**src/sv/three_stop_gradient_color_map_top_macros.svh**
```systemverilog
// assertion helpers shared by the color ramp modules
`ifndef THREE_STOP_GRADIENT_COLOR_MAP_TOP_MACROS_SVH
`define THREE_STOP_GRADIENT_COLOR_MAP_TOP_MACROS_SVH

// same-cycle implication
`define TSCM_ASSERT_IMPLY(name, ck, rn, ante, cons) \
    name: assert property (@(posedge ck) disable iff (!rn) (ante) |-> (cons)) \
        else $error("tscm assertion failed");

// next-cycle implication
`define TSCM_ASSERT_NEXT(name, ck, rn, ante, cons) \
    name: assert property (@(posedge ck) disable iff (!rn) (ante) |=> (cons)) \
        else $error("tscm assertion failed");

`endif

```
**src/sv/tscm_pkg.sv**
```systemverilog
package tscm_pkg;

    localparam int CHANNELS  = 3;
    localparam int DIV_CELLS = 8;

    localparam logic [2:0] REG_STOP1   = 3'd0;
    localparam logic [2:0] REG_STOP2   = 3'd1;
    localparam logic [2:0] REG_STOP3   = 3'd2;
    localparam logic [2:0] REG_COLOR_A = 3'd3;
    localparam logic [2:0] REG_COLOR_B = 3'd4;
    localparam logic [2:0] REG_COLOR_C = 3'd5;

    localparam logic [7:0]  STOP1_RESET   = 8'd85;
    localparam logic [7:0]  STOP2_RESET   = 8'd170;
    localparam logic [7:0]  STOP3_RESET   = 8'd255;
    localparam logic [23:0] COLOR_A_RESET = 24'h000000;
    localparam logic [23:0] COLOR_B_RESET = 24'h808080;
    localparam logic [23:0] COLOR_C_RESET = 24'hFFFFFF;

    typedef struct packed {
        logic [7:0]  den;
        logic [7:0]  num;
        logic [23:0] lo;
        logic [23:0] hi;
    } tscm_sel_t;

    // rem is the partial remainder, low shifts numerator bits out and quotient bits in
    typedef struct packed {
        logic [7:0]                den;
        logic [CHANNELS-1:0][7:0]  rem;
        logic [CHANNELS-1:0][7:0]  low;
    } tscm_div_t;

endpackage

```
**src/sv/three_stop_gradient_color_map_top.sv**
```systemverilog
// stages from input transfer to output transfer: select, multiply, 8 divide cells
// throughput: one item per cycle while out_stall is low, each cell resolves one quotient bit for all three channels
// a stage advances whenever the stage after it is empty or moving, so bubbles collapse
// reset: pipeline empties, stops return to 85/170/255, colors to black/grey/white
module three_stop_gradient_color_map_top (
    input  logic        clk,
    input  logic        rst_n,
    input  logic        cfg_we,
    input  logic [2:0]  cfg_index,
    input  logic [23:0] cfg_data,
    input  logic        in_valid,
    output logic        in_stall,
    input  logic [7:0]  grey_level,
    output logic        out_valid,
    input  logic        out_stall,
    output logic [7:0]  out_red,
    output logic [7:0]  out_green,
    output logic [7:0]  out_blue
);

    logic [7:0]  stop1_reg;
    logic [7:0]  stop2_reg;
    logic [7:0]  stop3_reg;
    logic [23:0] color_a_reg;
    logic [23:0] color_b_reg;
    logic [23:0] color_c_reg;

    logic                 sel_ready;
    logic                 sel_valid;
    tscm_pkg::tscm_sel_t  sel_data;
    logic                 mul_ready;

    logic                 chain_valid [tscm_pkg::DIV_CELLS+1];
    logic                 chain_ready [tscm_pkg::DIV_CELLS+1];
    tscm_pkg::tscm_div_t  chain_data  [tscm_pkg::DIV_CELLS+1];

    always_ff @(posedge clk or negedge rst_n)
    begin
        if (!rst_n)
        begin
            stop1_reg   <= tscm_pkg::STOP1_RESET;
            stop2_reg   <= tscm_pkg::STOP2_RESET;
            stop3_reg   <= tscm_pkg::STOP3_RESET;
            color_a_reg <= tscm_pkg::COLOR_A_RESET;
            color_b_reg <= tscm_pkg::COLOR_B_RESET;
            color_c_reg <= tscm_pkg::COLOR_C_RESET;
        end
        else if (cfg_we)
        begin
            case (cfg_index)
                tscm_pkg::REG_STOP1:   stop1_reg   <= cfg_data[7:0];
                tscm_pkg::REG_STOP2:   stop2_reg   <= cfg_data[7:0];
                tscm_pkg::REG_STOP3:   stop3_reg   <= cfg_data[7:0];
                tscm_pkg::REG_COLOR_A: color_a_reg <= cfg_data;
                tscm_pkg::REG_COLOR_B: color_b_reg <= cfg_data;
                tscm_pkg::REG_COLOR_C: color_c_reg <= cfg_data;
                default:               ;
            endcase
        end
    end

    tscm_select u_select (
        .clk      (clk),
        .rst_n    (rst_n),
        .up_valid (in_valid),
        .grey     (grey_level),
        .stop1    (stop1_reg),
        .stop2    (stop2_reg),
        .stop3    (stop3_reg),
        .color_a  (color_a_reg),
        .color_b  (color_b_reg),
        .color_c  (color_c_reg),
        .up_ready (sel_ready),
        .dn_valid (sel_valid),
        .dn_data  (sel_data),
        .dn_ready (mul_ready)
    );

    tscm_blend_mul u_mul (
        .clk      (clk),
        .rst_n    (rst_n),
        .up_valid (sel_valid),
        .up_data  (sel_data),
        .up_ready (mul_ready),
        .dn_valid (chain_valid[0]),
        .dn_data  (chain_data[0]),
        .dn_ready (chain_ready[0])
    );

    for (genvar i = 0; i < tscm_pkg::DIV_CELLS; i++)
    begin : g_cell
        tscm_div_cell u_cell (
            .clk      (clk),
            .rst_n    (rst_n),
            .up_valid (chain_valid[i]),
            .up_data  (chain_data[i]),
            .up_ready (chain_ready[i]),
            .dn_valid (chain_valid[i+1]),
            .dn_data  (chain_data[i+1]),
            .dn_ready (chain_ready[i+1])
        );
    end

    assign chain_ready[tscm_pkg::DIV_CELLS] = !out_stall;

    assign in_stall  = !sel_ready;
    assign out_valid = chain_valid[tscm_pkg::DIV_CELLS];
    assign out_red   = chain_data[tscm_pkg::DIV_CELLS].low[2];
    assign out_green = chain_data[tscm_pkg::DIV_CELLS].low[1];
    assign out_blue  = chain_data[tscm_pkg::DIV_CELLS].low[0];

endmodule

```
**src/sv/tscm_select.sv**
```systemverilog
`include "three_stop_gradient_color_map_top_macros.svh"

module tscm_select (
    input  logic                 clk,
    input  logic                 rst_n,
    input  logic                 up_valid,
    input  logic [7:0]           grey,
    input  logic [7:0]           stop1,
    input  logic [7:0]           stop2,
    input  logic [7:0]           stop3,
    input  logic [23:0]          color_a,
    input  logic [23:0]          color_b,
    input  logic [23:0]          color_c,
    output logic                 up_ready,
    output logic                 dn_valid,
    output tscm_pkg::tscm_sel_t  dn_data,
    input  logic                 dn_ready
);

    logic                valid_reg;
    logic                valid_next;
    tscm_pkg::tscm_sel_t data_reg;
    tscm_pkg::tscm_sel_t data_next;

    assign up_ready   = !valid_reg || dn_ready;
    assign valid_next = up_ready ? up_valid : valid_reg;

    // constant segments use the fraction 0/1 so the blend returns the lower color
    always_comb
    begin
        data_next = data_reg;
        if (grey < stop1)
        begin
            data_next.lo  = color_a;
            data_next.hi  = color_a;
            data_next.num = 8'd0;
            data_next.den = 8'd1;
        end
        else if (grey < stop2)
        begin
            data_next.lo  = color_a;
            data_next.hi  = color_b;
            data_next.num = grey - stop1;
            data_next.den = stop2 - stop1;
        end
        else if (grey < stop3)
        begin
            data_next.lo  = color_b;
            data_next.hi  = color_c;
            data_next.num = grey - stop2;
            data_next.den = stop3 - stop2;
        end
        else
        begin
            data_next.lo  = color_c;
            data_next.hi  = color_c;
            data_next.num = 8'd0;
            data_next.den = 8'd1;
        end
    end

    always_ff @(posedge clk or negedge rst_n)
    begin
        if (!rst_n)
        begin
            valid_reg <= 1'b0;
        end
        else
        begin
            valid_reg <= valid_next;
        end
    end

    always_ff @(posedge clk)
    begin
        if (up_valid && up_ready)
        begin
            data_reg <= data_next;
        end
    end

    assign dn_valid = valid_reg;
    assign dn_data  = data_reg;

    `TSCM_ASSERT_IMPLY(a_sel_frac, clk, rst_n, valid_reg, data_reg.num < data_reg.den)
    `TSCM_ASSERT_NEXT(a_sel_hold, clk, rst_n, valid_reg && !dn_ready, valid_reg)

endmodule

```
**src/sv/tscm_blend_mul.sv**
```systemverilog
module tscm_blend_mul (
    input  logic                 clk,
    input  logic                 rst_n,
    input  logic                 up_valid,
    input  tscm_pkg::tscm_sel_t  up_data,
    output logic                 up_ready,
    output logic                 dn_valid,
    output tscm_pkg::tscm_div_t  dn_data,
    input  logic                 dn_ready
);

    logic                                       valid_reg;
    logic                                       valid_next;
    tscm_pkg::tscm_div_t                        data_reg;
    tscm_pkg::tscm_div_t                        data_next;
    logic [tscm_pkg::CHANNELS-1:0][15:0]        numer;
    logic [7:0]                                 weight_lo;

    assign up_ready   = !valid_reg || dn_ready;
    assign valid_next = up_ready ? up_valid : valid_reg;
    assign weight_lo  = up_data.den - up_data.num;

    // numerator never exceeds 255 * den, so the top byte starts below den
    always_comb
    begin
        data_next     = data_reg;
        data_next.den = up_data.den;
        for (int c = 0; c < tscm_pkg::CHANNELS; c++)
        begin
            numer[c] = 16'(up_data.lo[c*8 +: 8]) * 16'(weight_lo)
                     + 16'(up_data.hi[c*8 +: 8]) * 16'(up_data.num);
            data_next.rem[c] = numer[c][15:8];
            data_next.low[c] = numer[c][7:0];
        end
    end

    always_ff @(posedge clk or negedge rst_n)
    begin
        if (!rst_n)
        begin
            valid_reg <= 1'b0;
        end
        else
        begin
            valid_reg <= valid_next;
        end
    end

    always_ff @(posedge clk)
    begin
        if (up_valid && up_ready)
        begin
            data_reg <= data_next;
        end
    end

    assign dn_valid = valid_reg;
    assign dn_data  = data_reg;

endmodule

```
**src/sv/tscm_div_cell.sv**
```systemverilog
`include "three_stop_gradient_color_map_top_macros.svh"

module tscm_div_cell (
    input  logic                 clk,
    input  logic                 rst_n,
    input  logic                 up_valid,
    input  tscm_pkg::tscm_div_t  up_data,
    output logic                 up_ready,
    output logic                 dn_valid,
    output tscm_pkg::tscm_div_t  dn_data,
    input  logic                 dn_ready
);

    logic                                 valid_reg;
    logic                                 valid_next;
    tscm_pkg::tscm_div_t                  data_reg;
    tscm_pkg::tscm_div_t                  data_next;
    logic [tscm_pkg::CHANNELS-1:0][8:0]   trial;
    logic [tscm_pkg::CHANNELS-1:0][8:0]   diff;
    logic [tscm_pkg::CHANNELS-1:0]        qbit;
    logic [tscm_pkg::CHANNELS-1:0]        rem_lt;

    assign up_ready   = !valid_reg || dn_ready;
    assign valid_next = up_ready ? up_valid : valid_reg;

    // one restoring step: bring down a numerator bit, subtract if it fits
    always_comb
    begin
        data_next     = data_reg;
        data_next.den = up_data.den;
        for (int c = 0; c < tscm_pkg::CHANNELS; c++)
        begin
            trial[c] = {up_data.rem[c], up_data.low[c][7]};
            diff[c]  = trial[c] - {1'b0, up_data.den};
            qbit[c]  = (trial[c] >= {1'b0, up_data.den});
            data_next.rem[c] = qbit[c] ? diff[c][7:0] : trial[c][7:0];
            data_next.low[c] = {up_data.low[c][6:0], qbit[c]};
        end
    end

    always_comb
    begin
        for (int c = 0; c < tscm_pkg::CHANNELS; c++)
        begin
            rem_lt[c] = (data_reg.rem[c] < data_reg.den);
        end
    end

    always_ff @(posedge clk or negedge rst_n)
    begin
        if (!rst_n)
        begin
            valid_reg <= 1'b0;
        end
        else
        begin
            valid_reg <= valid_next;
        end
    end

    always_ff @(posedge clk)
    begin
        if (up_valid && up_ready)
        begin
            data_reg <= data_next;
        end
    end

    assign dn_valid = valid_reg;
    assign dn_data  = data_reg;

    `TSCM_ASSERT_IMPLY(a_cell_den_nz, clk, rst_n, valid_reg, data_reg.den != 8'd0)
    `TSCM_ASSERT_IMPLY(a_cell_rem_lt, clk, rst_n, valid_reg, &rem_lt)

endmodule

```
**config.mk**
```make
export PLATFORM = sky130hd
export DESIGN_NAME = three_stop_gradient_color_map_top
export DESIGN_NICKNAME = d
export VERILOG_FILES = /design/src/sv/tscm_pkg.sv /design/src/sv/three_stop_gradient_color_map_top.sv /design/src/sv/tscm_select.sv /design/src/sv/tscm_blend_mul.sv /design/src/sv/tscm_div_cell.sv
export VERILOG_INCLUDE_DIRS = /design/src /design/src/sv
export SDC_FILE = /design/constraint.sdc
export NUM_CORES = 2
export LEC_CHECK = 0
export ABC_CLOCK_PERIOD_IN_PS = 20000
export BUFFER_PORTS_ARGS = -buffer_cell sky130_fd_sc_hd__buf_2
export CORE_UTILIZATION = 50
export DETAILED_ROUTE_END_ITERATION = 8
export MAX_ROUTING_LAYER = met4
export PLACE_DENSITY = 0.64
export SYNTH_ARGS = -nofsm -noshare
export SYNTH_HDL_FRONTEND = slang
export SYNTH_HIERARCHICAL = 1
export SYNTH_SLANG_ARGS = --single-unit
```
**constraint.sdc**
```tcl
create_clock -name clk -period 20 [get_ports clk]
set_input_delay 3 -clock clk [delete_from_list [all_inputs] [get_ports clk]]
set_output_delay 3 -clock clk [all_outputs]
set_load 0.05 [all_outputs]
```
==> Yosys cells after proc, flatten, opt, wreduce, memory -nomap -nowiden <==
Cells that the tools add are included.
Widths: inputs -> output; s select.
{ "word_totals": {"out_inout_bits": 26, "register_bits": 642} }
{ "classes": {"eq_ne": 5, "reduce_logical": 39, "add_sub_neg": 29, "n_lt_le_gt_ge": 27, "n_mul": 6, "muxes": 24} }
{ "op_table": {"columns": ["op", "n"], "rows": [
  ["$ge 9x8->1", 24],
  ["$sub 8x8->8", 26],
  ["$mux 8", 21],
  ["$mux 64", 2],
  ["$mul 8x8->16", 6],
  ["$add 16x16->16", 3],
  ["$mux 48", 1],
  ["$lt 8x8->1", 3],
  ["$logic_not 1->1", 12],
  ["$reduce_and 2->1", 6],
  ["$logic_and 1x1->1", 10],
  ["$logic_or 1x1->1", 10],
  ["$eq 3x2->1 const B", 2],
  ["$eq 3x3->1 const B", 2],
  ["$eq 3x1->1 const B", 1],
  ["$logic_not 3->1", 1]
]} }

==> Logic depth before layout (Yosys ltp) <==
{ "logic_depth": {"ltp_word": 12, "ltp_mapped": 29, "depth_no_buf": 27} }

==> By module <==
Netlist, hierarchy kept.
{ "modules_own_cells": {"columns": ["module", "instances", "seq_area_each_um2", "cells_each", "area_per_inst_um2"], "rows": [
  ["tscm_div_cell at g_cell[0].u_cell ...", 7, 1706.6, 244, 3110.5],
  ["tscm_blend_mul", 1, 1706.6, 1685, 15691.3],
  ["tscm_select", 1, 1946.9, 500, 4868.4],
  ["three_stop_gradient_color_map_top", 1, 2456.1, 210, 3733.6],
  ["tscm_div_cell at g_cell[7].u_cell", 1, 1706.6, 237, 3084.2]
]} }

==> Worst setup path after synthesis <==
No wires, ideal clock.
{ "synth_path": {"path_type": "input to output", "from": "input out_stall", "to": "output in_stall", "t_arrival_ns": 4.892, "stages": 12, "path_buffers": 0, "setup_slack_ns": 12.108, "cell_sequence": "inv_1 nand2b_1 nand2b_1 nand2b_1 nand2b_1 nand2b_1 nand2b_1 nand2b_1 nand2b_1 nand2b_1 nand2b_1 inv_1"} }
{ "synth_rtl": {"columns": ["item", "line", "source"], "rows": [
  ["start, declared", "three_stop_gradient_color_map_top.sv:15", "input logic out_stall,"],
  ["end, declared", "three_stop_gradient_color_map_top.sv:12", "output logic in_stall,"]
]} }

==> results.sh <==
export IMPL_finalHoldViolCount=0
export IMPL_fin_area_sq_um=51700
export IMPL_insertion_delay_ns=0.66
export IMPL_rsz0062_at_grt="false"
export IMPL_routabilityCongestion=0.881
export IMPL_hold_buffers=0
export IMPL_cp_end_kind="output pin"
export IMPL_min_path_type="register to register"
export IMPL_grt_use_total=0.224
export IMPL_syn_area_per_cell_sq_um=11.3
export IMPL_slew_headroom=0.188
export IMPL_final_cell_mix="inv_1 (639), edfxtp_1 (536), ha_1 (425), fa_1 (314), nand2_1 (256)"
export IMPL_status="complete, no violations"
export IMPL_skew_ns=0.0260
export IMPL_drt_iter0_markers=1459
export IMPL_yosys_warnings=6
export IMPL_fin_crit_sh=0.406
export IMPL_ant_nets=0
export IMPL_core_area_sq_um=93600
export IMPL_wire_per_inst_microns=18.2
export IMPL_final_min_clock_period_ns=8.11
export IMPL_syn2layout_area_growth_pct=9.10
export IMPL_gr_total_overflow=0
export IMPL_die_area_sq_um=96100
export IMPL_nets=5072
export IMPL_place_ws_ns=11.92
export IMPL_numPortBuffers=65
export IMPL_syn_area_sq_um=47400
export IMPL_ctsResizeCount=0
export IMPL_pin_count=66
export IMPL_fmax_ghz=0.123
export IMPL_die_y_microns=310
export IMPL_critPathKind="input pin to output pin"
export IMPL_cts_max_level=3
export IMPL_routed_via_density=5.38
export IMPL_vias=30145
export IMPL_start_kind="input pin"
export IMPL_cts_root_buffer="clkbuf_16"
export IMPL_row_count=112
export IMPL_dpl_cell_area_sq_um=49200
export IMPL_cap_violations=0
export IMPL_dieWidth_microns=310
export IMPL_setup_tns_final_ns=0
export IMPL_antenna_cells=0
export IMPL_path_max_fanout=3
export IMPL_worst_pin_slew_ns=1.22
export IMPL_cts_setup_buffers=0
export IMPL_hpwl_mm=77.5
export IMPL_netlist_instances=4203
export IMPL_largest_reg_flops=416
export IMPL_path_clk_slew_ns=0.06
export IMPL_drcViolationCount=0
export IMPL_initial_core_util=0.506
export IMPL_arrival_ns=5.11
export IMPL_grt_pass1_wl_mm=163
export IMPL_cts_buffer_depth=3
export IMPL_hold_ws_ns=0.408
export IMPL_holdPathStages=0
export IMPL_clkSinkCount=642
export IMPL_cts_buffers=74
export IMPL_routed_wl_mm=102
export IMPL_cts_tree="yes"
export IMPL_antenna_found_initial=0
export IMPL_finalMaxSlewViolations=0
export IMPL_grt_max_degree=91
export IMPL_finalWorstSetupSlack_ns=11.89
export IMPL_synth_fp_nets=4982
export IMPL_r2r_cells=25
export IMPL_dr_pass1_iters=7
export IMPL_cp_data_required_time_ns=17.00
export IMPL_finalSetupViolations=0
export IMPL_layout_commonest_cell="inv_1"
export IMPL_grt_pass1_vias=30239
export IMPL_final_layout_size_suffix_gt1_frac=0.109
-- stage by stage --
step,util,cells
after floorplan,-,4203
after global placement,0.526,5471
after detailed placement,0.526,5471
after CTS,0.553,5608
after global routing,0.553,5608
final,0.553,5608
-- routing by layer --
metal | global-route usage | part of all wire | up-vias
li1 | - | - | 14714
met1 | 0.285 | 0.45 | 14776
met2 | 0.380 | 0.50 | 514
met3 | 0.0293 | 0.034 | 141
met4 | 0.0518 | 0.021 | 0
met5 | - | 0 | -
-- worst paths after layout --
kind	start	to	slack, ns
hold reg to reg	g_cell[1].u_cell/dn_data[5]$_DFFE_PP_	g_cell[2].u_cell/dn_data[6]$_DFFE_PP_	0.41
min in group asynchronous	rst_n	color_b_reg[20]$_DFFE_PN0P_	2.35
setup reg to reg	u_select/dn_data[48]$_SDFFCE_PP0P_	u_mul/dn_data[39]$_DFFE_PP_	12.09
setup / recovery	out_stall	in_stall	11.89
hold / removal	g_cell[1].u_cell/dn_data[5]$_DFFE_PP_	g_cell[2].u_cell/dn_data[6]$_DFFE_PP_	0.41
max in group asynchronous	rst_n	stop2_reg[4]$_DFFE_PN0P_	16.39
-- final cells by class --
cell class	count	area, sq um
Clock buffer	90	1930
Clock inverter	47	594
Fill cell	8082	41900
Inverter	646	2420
Multi-Input combinational cell	2833	25800
Sequential cell	642	18800
Tap cell	1254	1570
Timing Repair Buffer	96	561
-- critical path, stage by stage --
cell      delay (ns)
buf_2           0.08
inv_1           0.03
nand2b_1        0.15
nand2b_1        0.17
nand2b_1        0.17
nand2b_1        0.17
nand2b_1        0.17
nand2b_1        0.17
nand2b_1        0.17
nand2b_1        0.17
nand2b_1        0.18
nand2b_1        0.18
inv_1           0.05
buf_2           0.25
Power is left out: the tool's default activity adds up to more than one toggle a clock period on the data nets, which glitch-free logic cannot reach.
